`config.mk`:
```
export PLATFORM = sky130hd
export DESIGN_NAME = gnss_binary_frame_parser_crc32_core_flat
export DESIGN_NICKNAME = d
export VERILOG_FILES = /design/src/sv/gbfp_pkg.sv /design/src/sv/gbfp_if.sv /design/src/sv/gnss_binary_frame_parser_crc32_core.sv /design/src/flat_wrapper.sv
export SDC_FILE = /design/constraint.sdc
export NUM_CORES = 1
export LEC_CHECK = 0
export BUFFER_PORTS_ARGS = -buffer_cell sky130_fd_sc_hd__clkbuf_2
export CAP_MARGIN = 15
export CORE_UTILIZATION = 47
export DETAILED_ROUTE_END_ITERATION = 8
export GPL_TIMING_DRIVEN = 0
export HOLD_SLACK_MARGIN = 0.12
export PLACE_DENSITY = 0.66
export SETUP_SLACK_MARGIN = 0.5
export SLEW_MARGIN = 20
export SYNTH_ARGS = -nofsm -noshare
export SYNTH_HDL_FRONTEND = slang
export SYNTH_SLANG_ARGS = --single-unit
```
`constraint.sdc`:
```
create_clock -name clk_i -period 5.3 [get_ports clk_i]
set_input_delay 1.06 -clock clk_i [delete_from_list [all_inputs] [get_ports clk_i]]
set_output_delay 1.06 -clock clk_i [all_outputs]
set_load 0.02 [all_outputs]
```
`src/sv/gbfp_pkg.sv`:
```
// Package for the binary GNSS frame parser: status codes, size defaults and
// the reflected CRC-32 byte update. No dependencies.
package gbfp_pkg;

  localparam int unsigned MAX_HEADER_DEF  = 32;
  localparam int unsigned MAX_PAYLOAD_DEF = 256;

  localparam logic [31:0] CRC_POLY  = 32'hEDB8_8320;
  localparam logic [31:0] CRC_LOW24 = 32'h00FF_FFFF;

  typedef enum logic [1:0] {
    ST_CRC_OK   = 2'd0,
    ST_CRC_BAD  = 2'd1,
    ST_HDR_OVF  = 2'd2,
    ST_PAY_OVF  = 2'd3
  } status_e;

  // One byte of a reflected CRC-32 with no final inversion.
  function automatic logic [31:0] crc_byte(input logic [31:0] crc, input logic [7:0] b);
    logic [31:0] c;
    c = {24'h0, crc[7:0] ^ b};
    for (int i = 0; i < 8; i++) begin
      if (c[0]) begin
        c = (c >> 1) ^ CRC_POLY;
      end else begin
        c = c >> 1;
      end
    end
    return ((crc >> 8) & CRC_LOW24) ^ c;
  endfunction

  // Running CRC after the first one, two and three sync bytes.
  localparam logic [31:0] CRC_SYNC1 = crc_byte(32'h0, 8'hAA);
  localparam logic [31:0] CRC_SYNC2 = crc_byte(CRC_SYNC1, 8'h44);
  localparam logic [31:0] CRC_SYNC3 = crc_byte(CRC_SYNC2, 8'h12);

endpackage

```
`src/sv/gbfp_if.sv`:
```
// Channel interfaces of the frame parser: the received byte stream and the
// result stream. Depends on gbfp_pkg.
interface gbfp_byte_if;
  logic       valid;
  logic       ready;
  logic [7:0] byte_in;

  modport source (output valid, output byte_in, input ready);
  modport sink (input valid, input byte_in, output ready);
endinterface

interface gbfp_res_if;
  logic              valid;
  logic              ready;
  logic              kind;
  logic [7:0]        payload_byte;
  logic [7:0]        payload_index;
  gbfp_pkg::status_e status;
  logic [15:0]       message_id;
  logic [15:0]       message_length;
  logic [15:0]       gps_week;
  logic [31:0]       gps_ms;
  logic [31:0]       crc_errors;
  logic              last;

  modport source (output valid, output kind, output payload_byte, output payload_index,
                  output status, output message_id, output message_length,
                  output gps_week, output gps_ms, output crc_errors, output last,
                  input ready);
  modport sink (input valid, input kind, input payload_byte, input payload_index,
                input status, input message_id, input message_length,
                input gps_week, input gps_ms, input crc_errors, input last,
                output ready);
endinterface

```
`src/sv/gnss_binary_frame_parser_crc32_core.sv`:
```
// Top level of the binary GNSS frame parser with CRC-32 check.
// Depends on gbfp_pkg and the interfaces in gbfp_if.sv.

// The parser takes one received byte per clock unless the downstream stalls:
// the sync hunt, header capture and a fully unrolled CRC-32 byte update all
// settle combinationally between the parser state and the result register.
// A result (payload byte or frame end report) appears in the result register
// on the cycle after its byte is accepted. The byte input is ready
// whenever the result register is empty or is being taken in the same cycle,
// so a downstream stall is the only thing that holds the input off.
module gnss_binary_frame_parser_crc32_core #(
  parameter int unsigned MAX_HEADER  = gbfp_pkg::MAX_HEADER_DEF,
  parameter int unsigned MAX_PAYLOAD = gbfp_pkg::MAX_PAYLOAD_DEF
) (
  input logic         clk_i,
  input logic         rst_ni,
  gbfp_byte_if.sink   in_i,
  gbfp_res_if.source  out_o
);
  import gbfp_pkg::*;

  typedef enum logic [3:0] {
    PH_SYNC1  = 4'd0,
    PH_SYNC2  = 4'd1,
    PH_SYNC3  = 4'd2,
    PH_HLEN   = 4'd3,
    PH_HEADER = 4'd4,
    PH_DATA   = 4'd5,
    PH_CRC1   = 4'd6,
    PH_CRC2   = 4'd7,
    PH_CRC3   = 4'd8,
    PH_CRC4   = 4'd9
  } phase_e;

  localparam logic [7:0] SYNC_A = 8'hAA;
  localparam logic [7:0] SYNC_B = 8'h44;
  localparam logic [7:0] SYNC_C = 8'h12;

  localparam logic [15:0] POS_FIRST = 16'd4;
  localparam logic [15:0] POS_ID0   = 16'd4;
  localparam logic [15:0] POS_ID1   = 16'd5;
  localparam logic [15:0] POS_LEN0  = 16'd8;
  localparam logic [15:0] POS_LEN1  = 16'd9;
  localparam logic [15:0] POS_WK0   = 16'd14;
  localparam logic [15:0] POS_WK1   = 16'd15;
  localparam logic [15:0] POS_MS0   = 16'd16;
  localparam logic [15:0] POS_MS1   = 16'd17;
  localparam logic [15:0] POS_MS2   = 16'd18;
  localparam logic [15:0] POS_MS3   = 16'd19;

  localparam logic [15:0] HDR_LIMIT = 16'(MAX_HEADER);
  localparam logic [16:0] PAY_LIMIT = 17'(MAX_PAYLOAD);

  phase_e      phase_q, phase_d;
  logic [15:0] cnt_q, cnt_d;
  logic [7:0]  hlen_q, hlen_d;
  logic [15:0] id_q, id_d;
  logic [15:0] len_q, len_d;
  logic [15:0] week_q, week_d;
  logic [31:0] tow_q, tow_d;
  logic [31:0] crc_q, crc_d;
  logic [23:0] rx_q, rx_d;
  logic [31:0] err_q, err_d;

  logic        ovalid_q;
  logic        okind_q;
  logic [7:0]  obyte_q;
  logic [7:0]  oidx_q;
  status_e     ostat_q;
  logic [15:0] oid_q;
  logic [15:0] olen_q;
  logic [15:0] oweek_q;
  logic [31:0] otow_q;
  logic [31:0] oerr_q;

  logic        accept;
  logic        res_valid;
  logic        res_kind;
  logic [7:0]  res_byte;
  logic [7:0]  res_idx;
  status_e     res_stat;
  logic [15:0] cnt_inc;
  logic [7:0]  b;

  assign b        = in_i.byte_in;
  assign in_i.ready = !ovalid_q || out_o.ready;
  assign accept   = in_i.valid && in_i.ready;
  assign cnt_inc  = cnt_q + 16'd1;

  always_comb begin
    phase_d   = phase_q;
    cnt_d     = cnt_q;
    hlen_d    = hlen_q;
    id_d      = id_q;
    len_d     = len_q;
    week_d    = week_q;
    tow_d     = tow_q;
    crc_d     = crc_q;
    rx_d      = rx_q;
    err_d     = err_q;
    res_valid = 1'b0;
    res_kind  = 1'b0;
    res_byte  = 8'h00;
    res_idx   = 8'h00;
    res_stat  = ST_CRC_OK;
    if (accept) begin
      case (phase_q)
        PH_SYNC2: begin
          phase_d = (b == SYNC_B) ? PH_SYNC3 : PH_SYNC1;
        end
        PH_SYNC3: begin
          phase_d = (b == SYNC_C) ? PH_HLEN : PH_SYNC1;
        end
        PH_HLEN: begin
          hlen_d = b;
          id_d   = 16'h0;
          len_d  = 16'h0;
          week_d = 16'h0;
          tow_d  = 32'h0;
          case (b)
            8'd0:    crc_d = 32'h0;
            8'd1:    crc_d = CRC_SYNC1;
            8'd2:    crc_d = CRC_SYNC2;
            8'd3:    crc_d = CRC_SYNC3;
            default: crc_d = crc_byte(CRC_SYNC3, b);
          endcase
          cnt_d   = POS_FIRST;
          phase_d = PH_HEADER;
        end
        PH_HEADER: begin
          if (cnt_q >= HDR_LIMIT) begin
            res_valid = 1'b1;
            res_kind  = 1'b1;
            res_stat  = ST_HDR_OVF;
            phase_d   = PH_SYNC1;
          end else begin
            case (cnt_q)
              POS_ID0:  id_d[7:0]    = b;
              POS_ID1:  id_d[15:8]   = b;
              POS_LEN0: len_d[7:0]   = b;
              POS_LEN1: len_d[15:8]  = b;
              POS_WK0:  week_d[7:0]  = b;
              POS_WK1:  week_d[15:8] = b;
              POS_MS0:  tow_d[7:0]   = b;
              POS_MS1:  tow_d[15:8]  = b;
              POS_MS2:  tow_d[23:16] = b;
              POS_MS3:  tow_d[31:24] = b;
              default: ;
            endcase
            if (cnt_q < {8'h00, hlen_q}) begin
              crc_d = crc_byte(crc_q, b);
            end
            cnt_d = cnt_inc;
            if (cnt_inc >= {8'h00, hlen_q}) begin
              cnt_d   = 16'h0;
              phase_d = (len_d == 16'h0) ? PH_CRC1 : PH_DATA;
            end
          end
        end
        PH_DATA: begin
          res_valid = 1'b1;
          if ({1'b0, cnt_q} >= PAY_LIMIT) begin
            res_kind = 1'b1;
            res_stat = ST_PAY_OVF;
            phase_d  = PH_SYNC1;
          end else begin
            crc_d    = crc_byte(crc_q, b);
            res_byte = b;
            res_idx  = cnt_q[7:0];
            cnt_d    = cnt_inc;
            if (cnt_inc >= len_q) begin
              phase_d = PH_CRC1;
            end
          end
        end
        PH_CRC1: begin
          rx_d[7:0] = b;
          phase_d   = PH_CRC2;
        end
        PH_CRC2: begin
          rx_d[15:8] = b;
          phase_d    = PH_CRC3;
        end
        PH_CRC3: begin
          rx_d[23:16] = b;
          phase_d     = PH_CRC4;
        end
        PH_CRC4: begin
          res_valid = 1'b1;
          res_kind  = 1'b1;
          phase_d   = PH_SYNC1;
          if ({b, rx_q} == crc_q) begin
            res_stat = ST_CRC_OK;
          end else begin
            res_stat = ST_CRC_BAD;
            err_d    = err_q + 32'd1;
          end
        end
        default: begin
          phase_d = (b == SYNC_A) ? PH_SYNC2 : PH_SYNC1;
          cnt_d   = 16'h0;
        end
      endcase
    end
  end

  always_ff @(posedge clk_i or negedge rst_ni) begin
    if (!rst_ni) begin
      phase_q  <= PH_SYNC1;
      cnt_q    <= 16'h0;
      hlen_q   <= 8'h00;
      id_q     <= 16'h0;
      len_q    <= 16'h0;
      week_q   <= 16'h0;
      tow_q    <= 32'h0;
      crc_q    <= 32'h0;
      rx_q     <= 24'h0;
      err_q    <= 32'h0;
      ovalid_q <= 1'b0;
    end else begin
      phase_q <= phase_d;
      cnt_q   <= cnt_d;
      hlen_q  <= hlen_d;
      id_q    <= id_d;
      len_q   <= len_d;
      week_q  <= week_d;
      tow_q   <= tow_d;
      crc_q   <= crc_d;
      rx_q    <= rx_d;
      err_q   <= err_d;
      if (accept) begin
        ovalid_q <= res_valid;
      end else if (out_o.ready) begin
        ovalid_q <= 1'b0;
      end
    end
  end

  // Report fields are zero for a payload byte.
  always_ff @(posedge clk_i) begin
    if (accept && res_valid) begin
      okind_q <= res_kind;
      obyte_q <= res_byte;
      oidx_q  <= res_idx;
      ostat_q <= res_stat;
      oid_q   <= res_kind ? id_q : 16'h0;
      olen_q  <= res_kind ? len_q : 16'h0;
      oweek_q <= res_kind ? week_q : 16'h0;
      otow_q  <= res_kind ? tow_q : 32'h0;
      oerr_q  <= res_kind ? err_d : 32'h0;
    end
  end

  assign out_o.valid          = ovalid_q;
  assign out_o.kind           = okind_q;
  assign out_o.payload_byte   = obyte_q;
  assign out_o.payload_index  = oidx_q;
  assign out_o.status         = ostat_q;
  assign out_o.message_id     = oid_q;
  assign out_o.message_length = olen_q;
  assign out_o.gps_week       = oweek_q;
  assign out_o.gps_ms         = otow_q;
  assign out_o.crc_errors     = oerr_q;
  assign out_o.last           = okind_q;

`ifndef SYNTHESIS
  a_ready_when_empty: assert property (@(posedge clk_i) disable iff (!rst_ni)
    !ovalid_q |-> in_i.ready)
    else $error("Input not ready while the result register is empty.");

  a_header_bound: assert property (@(posedge clk_i) disable iff (!rst_ni)
    phase_q == PH_HEADER |-> cnt_q <= HDR_LIMIT && cnt_q >= POS_FIRST)
    else $error("Header position outside its range.");

  a_err_step: assert property (@(posedge clk_i) disable iff (!rst_ni)
    err_q != $past(err_q) |-> err_q == $past(err_q) + 32'd1
                              && $past(phase_q) == PH_CRC4 && $past(accept))
    else $error("CRC error count moved outside a CRC mismatch.");

  a_payload_only_in_data: assert property (@(posedge clk_i) disable iff (!rst_ni)
    accept && res_valid && !res_kind |-> phase_q == PH_DATA && phase_d != PH_SYNC1)
    else $error("Payload item produced outside the payload phase.");
`endif

endmodule
```
`src/flat_wrapper.sv`:
```
// flat-port wrapper written by rule: the top's interface ports become plain ports
module gnss_binary_frame_parser_crc32_core_flat import gbfp_pkg::*;
#(
  parameter int unsigned MAX_HEADER  = gbfp_pkg::MAX_HEADER_DEF,
  parameter int unsigned MAX_PAYLOAD = gbfp_pkg::MAX_PAYLOAD_DEF
)
  (clk_i, rst_ni, in_i_valid, in_i_byte_in, in_i_ready, out_o_valid, out_o_kind, out_o_payload_byte, out_o_payload_index, out_o_status, out_o_message_id, out_o_message_length, out_o_gps_week, out_o_gps_ms, out_o_crc_errors, out_o_last, out_o_ready);
  gbfp_byte_if in_i_i ();
  gbfp_res_if out_o_i ();
  input logic clk_i;
  input logic rst_ni;
  input wire logic [$bits(in_i_i.valid)-1:0] in_i_valid;
  input wire logic [$bits(in_i_i.byte_in)-1:0] in_i_byte_in;
  output wire logic [$bits(in_i_i.ready)-1:0] in_i_ready;
  output wire logic [$bits(out_o_i.valid)-1:0] out_o_valid;
  output wire logic [$bits(out_o_i.kind)-1:0] out_o_kind;
  output wire logic [$bits(out_o_i.payload_byte)-1:0] out_o_payload_byte;
  output wire logic [$bits(out_o_i.payload_index)-1:0] out_o_payload_index;
  output wire logic [$bits(out_o_i.status)-1:0] out_o_status;
  output wire logic [$bits(out_o_i.message_id)-1:0] out_o_message_id;
  output wire logic [$bits(out_o_i.message_length)-1:0] out_o_message_length;
  output wire logic [$bits(out_o_i.gps_week)-1:0] out_o_gps_week;
  output wire logic [$bits(out_o_i.gps_ms)-1:0] out_o_gps_ms;
  output wire logic [$bits(out_o_i.crc_errors)-1:0] out_o_crc_errors;
  output wire logic [$bits(out_o_i.last)-1:0] out_o_last;
  input wire logic [$bits(out_o_i.ready)-1:0] out_o_ready;
  assign in_i_i.valid = in_i_valid;
  assign in_i_i.byte_in = in_i_byte_in;
  assign in_i_ready = in_i_i.ready;
  assign out_o_valid = out_o_i.valid;
  assign out_o_kind = out_o_i.kind;
  assign out_o_payload_byte = out_o_i.payload_byte;
  assign out_o_payload_index = out_o_i.payload_index;
  assign out_o_status = out_o_i.status;
  assign out_o_message_id = out_o_i.message_id;
  assign out_o_message_length = out_o_i.message_length;
  assign out_o_gps_week = out_o_i.gps_week;
  assign out_o_gps_ms = out_o_i.gps_ms;
  assign out_o_crc_errors = out_o_i.crc_errors;
  assign out_o_last = out_o_i.last;
  assign out_o_i.ready = out_o_ready;
  gnss_binary_frame_parser_crc32_core #(.MAX_HEADER(MAX_HEADER), .MAX_PAYLOAD(MAX_PAYLOAD)) u_core (.clk_i(clk_i), .rst_ni(rst_ni), .in_i(in_i_i), .out_o(out_o_i));
endmodule
```
==> results of run 1 <==
==> state kept, by name (all words and copies together), names as in the netlist, 16 cells and up <==
register and flops:
u_core.out_o.message_id 16, u_core.out_o.gps_ms 32, u_core.out_o.crc_errors 32, u_core.out_o.gps_week 16, u_core.err_q 32, u_core.tow_q 32
u_core.id_q 16, u_core.out_o.message_length 16, u_core.rx_q 24, u_core.cnt_q 16, u_core.len_q 16, u_core.crc_q 32
u_core.week_q 16
==> synthesized netlist by cell type (10+ instances only) <==
library cell,n
a21oi_1,39
a22o_1,17
and2_1,98
buf_2,25
clkbuf_1,35
dfrtp_1,197
edfxtp_1,131
ha_1,46
inv_1,45
mux2_2,71
nand2_1,123
nand3_1,27
nand4_1,13
nor2_1,59
nor2b_1,10
nor3_1,27
nor4_1,40
o21ai_0,87
o21ai_1,10
o22ai_1,10
xnor2_1,82
xor2_1,86
==> report_power, final <==
| group | internal, W | switching [W] |
|---|---|---|
| clock | 0.00138 | 0.00104 |
| sequential | 0.00264 | 0.00000853 |
| combinational | 0.000135 | 0.000228 |
==> kinds of logic (layout without fill, tap and decap cells) <==
group	count (synthesis)	after routing	synth area share, %
DFF	328	328	53.6
AOI/OAI and AO/OA	230	230	9.28
muxes	85	85	5.75
xor gates and xnor gates	177	177	9.86
adders and majority gates	46	46	3.48
and+or+nand+nor	450	450	14.7
buffers and inverters	122	338	3.30
==> metrics by stage <==
stage | area, sq um | cells | setup TNS (ps) | hold WS, ps | worst slack [ps]
after detailed placement | 17900 | 2041 | 0 | 470 | 814
after CTS | 19100 | 2109 | 0 | 454 | 1360
after floorplan | 16500 | 1438 | 0 | 444 | 503
after global placement | 17800 | 2038 | -329370 | 466 | -1360
after global routing | 19100 | 2109 | 0 | 460 | 934
final | 19100 | 2109 | 0 | 444 | 1270
==> path summary, 6_finish.rpt <==
check                                       start                       end  cells after the start
worst max register to register  u_core.phase_q[1]  u_core.out_o.gps_week[3]                      9
worst min-delay path                       rst_ni          u_core.err_q[21]                      1
worst max-delay path              in_i_byte_in[2]          u_core.crc_q[17]                     13
max in group asynchronous                  rst_ni          u_core.crc_q[24]                      3
min in group clk_i               u_core.week_q[2]          u_core.week_q[2]                      1
worst min register to register   u_core.week_q[2]          u_core.week_q[2]                      1
==> area by class of cell <==
class / instances / share of cell area [%]
inverters: 49 / 0.990
well taps: 455 / 2.98
plain buffers: 73 / 1.90
clock buffers: 48 / 5.18
clock inverters: 20 / 0.787
flip-flops and latches: 328 / 46.5
repair buffers: 148 / 4.28
multi-input cells: 988 / 37.4
==> layer usage <==
layer  vias up  track usage [%]
met5         -                0
met3        61             3.52
met4         0             7.23
met2       384             38.5
li1       5462                -
met1      5692             35.0
==> results.rst, run 1 <==
.. list-table::
   :header-rows: 1

   * - Metric
     - Value
   * - Status
     - finished clean
   * - Num rows
     - 68
   * - Slowest cell on the critical path
     - clkbuf_1
   * - Share of the synthesized area in the top cell type
     - 29.8%
   * - Reg-to-reg setup timing slack
     - 1360 ps
   * - Crit path required time
     - 5710 ps
   * - Via count of the first global-routing pass
     - 11400
   * - Most area-consuming cells after synthesis
     - dfrtp_1 30%, edfxtp_1 24%, mux2_2 4.8%
   * - CTS H-tree lvls
     - 2
   * - Worst-margin pin slew
     - 1170 ps
   * - Number of hold buffers added after CTS
     - 0
   * - Number of filler instances in the final layout
     - 3011
   * - Register bit count reported by yosys
     - 328
   * - Inserted Diodes
     - 0
   * - Core ar.
     - 0.0345 sq mm
   * - TritonCTS clock tree
     - yes
   * - End-of-flow core utilization
     - 55.2%
   * - CP Buf/Inv Count
     - 6
   * - Routability congestion estimate
     - 0.944
   * - Initial DRT Pass Iterations
     - 5
   * - Design Power
     - 0.00543 W
   * - CTS Sinks
     - 328
   * - Arrival time at the worst endpoint
     - 4440 ps
   * - Antenna viol nets, final
     - 0
   * - # port buffers
     - 145
   * - Type of the worst min-delay path
     - input pin to asynchronous set/reset pin
   * - Max frequency
     - 248 MHz
   * - Floorplan die height
     - 190 um
   * - Part of the cycle the worst path needs
     - 76.0%
   * - Synthesized net count
     - 1496
   * - PostCTS Resize Cnt
     - 0
   * - DIE WIDTH
     - 190 um
   * - Top delay family on crit path
     - buffers and inverters
   * - Met1 wire length
     - 19600 um
   * - Clock insertion delay at the later pin of the skew report
     - 550 ps
   * - Area of the die
     - 0.0359 sq mm
   * - Most common cell after layout, fill and taps aside
     - dfrtp_1
   * - Count of buffers added by post-CTS timing repair for setup
     - 0
   * - Number of enable flip-flop cells after synthesis
     - 131
   * - Post-synthesis instance area
     - 0.0165 sq mm
   * - Total via count after detailed routing
     - 11600
   * - Worst Setup End Kind
     - flop
   * - CP most frequent cell
     - clkbuf_1
   * - Initial core utilization
     - 47.9%
   * - Leading register cell type out of synthesis
     - dfrtp_1
   * - Number of design-rule violations left by the first detailed-router iteration
     - 1047
   * - Cell chosen for the clock root
     - clkbuf_16
   * - Mean Syn Cell Area
     - 11.5 sq um
   * - Synth Warn #
     - 0
   * - Fraction of layout cells with a size suffix above 1
     - 21.6%
   * - Final hold viol count
     - 0
   * - Area occupied by multi-input gates
     - 0.00714 sq mm
   * - Clock Pin Slew Worst Setup and Hold Paths
     - 60 ps
   * - Startpoint types
     - input pin
   * - Highest-count cells in the layout ignoring fill and taps
     - 197 x dfrtp_1, 144 x clkbuf_2, 131 x edfxtp_1
   * - Net count reported at finish
     - 1683
   * - Global-route wire length before repair
     - 67100 um
   * - Setup violators final
     - 0
   * - Worst supply voltage drop on vdd
     - 0.271 mV
   * - DR vias/cell
     - 5.50
   * - DRC violation count after routing
     - 0
   * - Proportion of register bits with asynchronous set or reset after synthesis
     - 60.1%
   * - Power density relative to cell area
     - 285 mW/mm^2
   * - Seq/Total Area, Yosys
     - 53.6%
   * - Leakage power total
     - 8.01 nW
   * - Max Clock Skew
     - 24.9 ps
   * - Crit Path Category
     - input pin to flop
   * - Syn-to-layout area delta
     - 15.4%
   * - CP cell instances
     - clkbuf_2 > buf_2 > inv_1 > clkbuf_1 > ha_1 > and4bb_2 > clkbuf_1 > nand2_1 > nand3_1 > clkbuf_1 > o21ai_0 > a21oi_1 > o21ai_0
   * - Unrepaired setup endpoints after global routing
     - no
   * - Met3 wire length
     - 2520 um
   * - Met2 WL post-DR
     - 19600 um
   * - Post-DR wirelength/cell
     - 20.3 um
   * - Storage element area
     - 0.00886 sq mm
   * - Critical path fanouts, max
     - 11
   * - Routed wire length
     - 42800 um
   * - Initial antenna violation count
     - 0
   * - Maximum number of pins on one net before global-route repair
     - 80
   * - Top Layer Used
     - met4
   * - # IOs
     - 146
   * - Number of buffers on the longest clock path
     - 3
   * - Area leader, netlist
     - dfrtp_1
   * - Number of max-cap violations
     - 0
   * - Overall Global Routing Usage
     - 24.4%
   * - Relative slew slack
     - 21.1%
   * - Unique cell type count in the Yosys netlist
     - 82
   * - Final worst path period need
     - 4030 ps
   * - Half-perimeter wire length after placement
     - 30900 um
   * - TritonCTS buffer count
     - 37
   * - Remaining Overflow, GRT
     - 0
   * - Slowest cell delay on critical path
     - 690 ps
   * - Cells after synthesis
     - 1438
   * - Final-report max-slew violation count
     - 0
(Power assumes the default switching activity.)
==> run 2: changes to the inputs <==
- PLACE_DENSITY: 0.66 -> 0.69
- clock period: 5.3 -> 3.4 ns (I/O delays scaled with it)
==> run 2 against run 1 <==
  * Combinational power rose by 60%
  * Clock power rose by 62%
  * Worst setup slack got worse by 930 ps
  * Critical path depth did not move
  * Critical path type is now flop to flop
==> results.rst, run 2 (same netlist as run 1, synthesis figures left out) <==
.. list-table::
   :header-rows: 1

   * - Metric
     - Value
   * - Post-DR wirelength/cell
     - 21.0 um (+3.7%)
   * - Initial DRT Pass Iterations
     - 6 (+1)
   * - Startpoint types
     - flop
   * - Slowest cell delay on critical path
     - 380 ps (-310 ps)
   * - Critical path fanouts, max
     - 9 (-2)
   * - # port buffers
     - 145 (unchanged)
   * - Final hold viol count
     - 0 (unchanged)
   * - Type of the worst min-delay path
     - input pin to asynchronous set/reset pin
   * - Routed wire length
     - 45500 um (+6.3%)
   * - Fraction of layout cells with a size suffix above 1
     - 29.1% (+7.5 points)
   * - Remaining Overflow, GRT
     - 0 (unchanged)
   * - Leakage power total
     - 8.50 nW (+6.1%)
   * - Setup violators final
     - 0 (unchanged)
   * - Inserted Diodes
     - 0 (unchanged)
   * - Routability congestion estimate
     - 0.915 (-3.2%)
   * - Top delay family on crit path
     - compound AO/OA/AOI/OAI gates
   * - Worst setup path end
     - u_core.phase_q[0]
   * - Crit path required time
     - 3810 ps (-1900 ps)
   * - Initial antenna violation count
     - 0 (unchanged)
   * - Post-DP Area
     - 0.0180 sq mm (+0.59%)
   * - DIE WIDTH
     - 190 um (unchanged)
   * - Status
     - finished clean
   * - CTS Sinks
     - 328 (unchanged)
   * - Global-route wire length before repair
     - 68700 um (+2.4%)
   * - Number of hold buffers added after CTS
     - 0 (unchanged)
   * - Design area
     - 0.0203 sq mm (+6.2%)
   * - Slowest cell on the critical path
     - a2111o_1
   * - TritonCTS buffer count
     - 36 (-2.7%)
   * - Reg-to-reg setup timing slack
     - 340 ps (-1020 ps)
   * - Area of the die
     - 0.0359 sq mm (unchanged)
   * - Total via count after detailed routing
     - 12100 (+4.7%)
   * - Clock insertion delay at the later pin of the skew report
     - 530 ps (-20 ps)
   * - CTS H-tree lvls
     - 2 (unchanged)
   * - Overall Global Routing Usage
     - 25.0% (+0.61 points)
   * - Final-report max-slew violation count
     - 0 (unchanged)
   * - DRC violation count after routing
     - 0 (unchanged)
   * - CP cell instances
     - buf_6 > nand3_2 > nor2_4 > nand3_2 > xnor2_2 > ha_1 > a21o_1 > a21o_1 > a2111o_1 > a41oi_2 > a211oi_2 > nand2_2 > mux2_4
   * - Worst-margin pin slew
     - 1070 ps (-100 ps)
   * - CP Buf/Inv Count
     - 1 (-5)
   * - Antenna viol nets, final
     - 0 (unchanged)
   * - Arrival time at the worst endpoint
     - 3470 ps (-970 ps)
   * - Maximum number of pins on one net before global-route repair
     - 82 (+2.5%)
   * - Length in cells of the worst reg-to-reg path
     - 13 (+4)
   * - Launch point of the worst reg-to-reg path
     - u_core.cnt_q[7]
   * - Num rows
     - 68 (unchanged)
   * - Worst supply voltage drop on vdd
     - 0.387 mV (+43%)
   * - Via count of the first global-routing pass
     - 11700 (+2.8%)
   * - Final worst path period need
     - 3060 ps
   * - Max Clock Skew
     - 10.7 ps (-14.2 ps)
   * - Launch point of the worst path
     - u_core.cnt_q[7]
   * - Capture instance of the worst register-to-register path
     - u_core.phase_q[0]
   * - Relative slew slack
     - 28.1% (+7.0 points)
   * - Half-perimeter wire length after placement
     - 31500 um (+2.0%)
   * - Net count reported at finish
     - 1736 (+3.1%)
   * - TritonCTS clock tree
     - yes
   * - Max frequency
     - 327 MHz
   * - Number of max-cap violations
     - 0 (unchanged)
   * - # IOs
     - 146 (unchanged)
   * - Unrepaired setup endpoints after global routing
     - yes
   * - Design Power
     - 0.00863 W (+59%)
   * - Most common cell after layout, fill and taps aside
     - dfrtp_1
   * - Worst Setup End Kind
     - flop
   * - Core ar.
     - 0.0345 sq mm (unchanged)
   * - Cell chosen for the clock root
     - clkbuf_16
   * - Crit Path Category
     - flop to flop
   * - Power density relative to cell area
     - 426 mW/mm^2 (+50%)
   * - Floorplan die height
     - 190 um (unchanged)
   * - Number of design-rule violations left by the first detailed-router iteration
     - 960 (-8.3%)
   * - Part of the cycle the worst path needs
     - 89.9%
   * - Syn-to-layout area delta
     - 22.6%
   * - Number of buffers on the longest clock path
     - 3 (unchanged)
   * - Initial core utilization
     - 47.9% (unchanged)
   * - DR vias/cell
     - 5.62 (+2.2%)
   * - Clock Pin Slew Worst Setup and Hold Paths
     - 60 ps (about the same)
   * - Highest-count cells in the layout ignoring fill and taps
     - 190 x dfrtp_1, 150 x clkbuf_2, 131 x edfxtp_1
   * - Critical path depth in cells
     - 13 (unchanged)
==> run 2: how the worst min path moves through the flow <==
stage	from	to	slack, ps	depth (start not counted)
after floorplan	rst_ni	u_core.cnt_q[0]	380	0
after global placement	u_core.err_q[18]	u_core.err_q[18]	460	1
after detailed placement	u_core.err_q[22]	u_core.err_q[22]	470	1
after CTS	rst_ni	u_core.err_q[20]	120	1
after global routing	rst_ni	u_core.err_q[22]	130	1
final	rst_ni	u_core.err_q[19]	110	1
==> run 2: what timing repair did <==
item / in CTS / in global routing
endpoints found under the setup margin: 246 / 114
pin swaps: 27 / 37
gates cloned: 1 / 2
endpoints found under the hold margin: 0 / 0
setup buffers: 33 / 16
resized for setup: 64 / 73
==> run 2: power by group <==
group | total (W) | internal (W) | switching (W)
Sequential | 0.00412 | 0.00411 | 0.0000139
Combinational | 0.000582 | 0.000215 | 0.000367
Clock | 0.00393 | 0.00228 | 0.00165
Total | 0.00863 | 0.00660 | 0.00203
==> run 2: stage by stage <==
stage / util [%] / worst slack [ps] / hold slack [ps] / setup TNS (ps) / cells
after floorplan: - / -261 / 384 / -34190 / 1438
after global placement: 51.8 / -2660 / 461 / -659640 / 2038
after detailed placement: 52.2 / -841 / 470 / -64730 / 2043
after CTS: 57.1 / 345 / 125 / 0 / 2143
after global routing: 58.7 / 241 / 125 / 0 / 2161
final: 58.7 / 344 / 110 / 0 / 2161
==> run 2: layer usage <==
layer	up-vias	track usage (%)	routed length, um
met5	-	0	0
met4	0	7.60	1190
met3	82	2.73	2870
met2	484	39.9	21300
met1	6031	36.0	20000
li1	5549	-	-
==> run 2: layout make-up <==
| class | count | area [sq um] |
|---|---|---|
| fill | 2838 | 14300 |
| sequential | 328 | 8870 |
| multi-input combinational | 988 | 7660 |
| timing repair buffer | 201 | 1330 |
| clock buffer | 44 | 931 |
| tap | 455 | 569 |
| buffer | 73 | 443 |
| clock inverter | 22 | 243 |
| inverter | 49 | 199 |
| timing repair inverter | 1 | 7.51 |
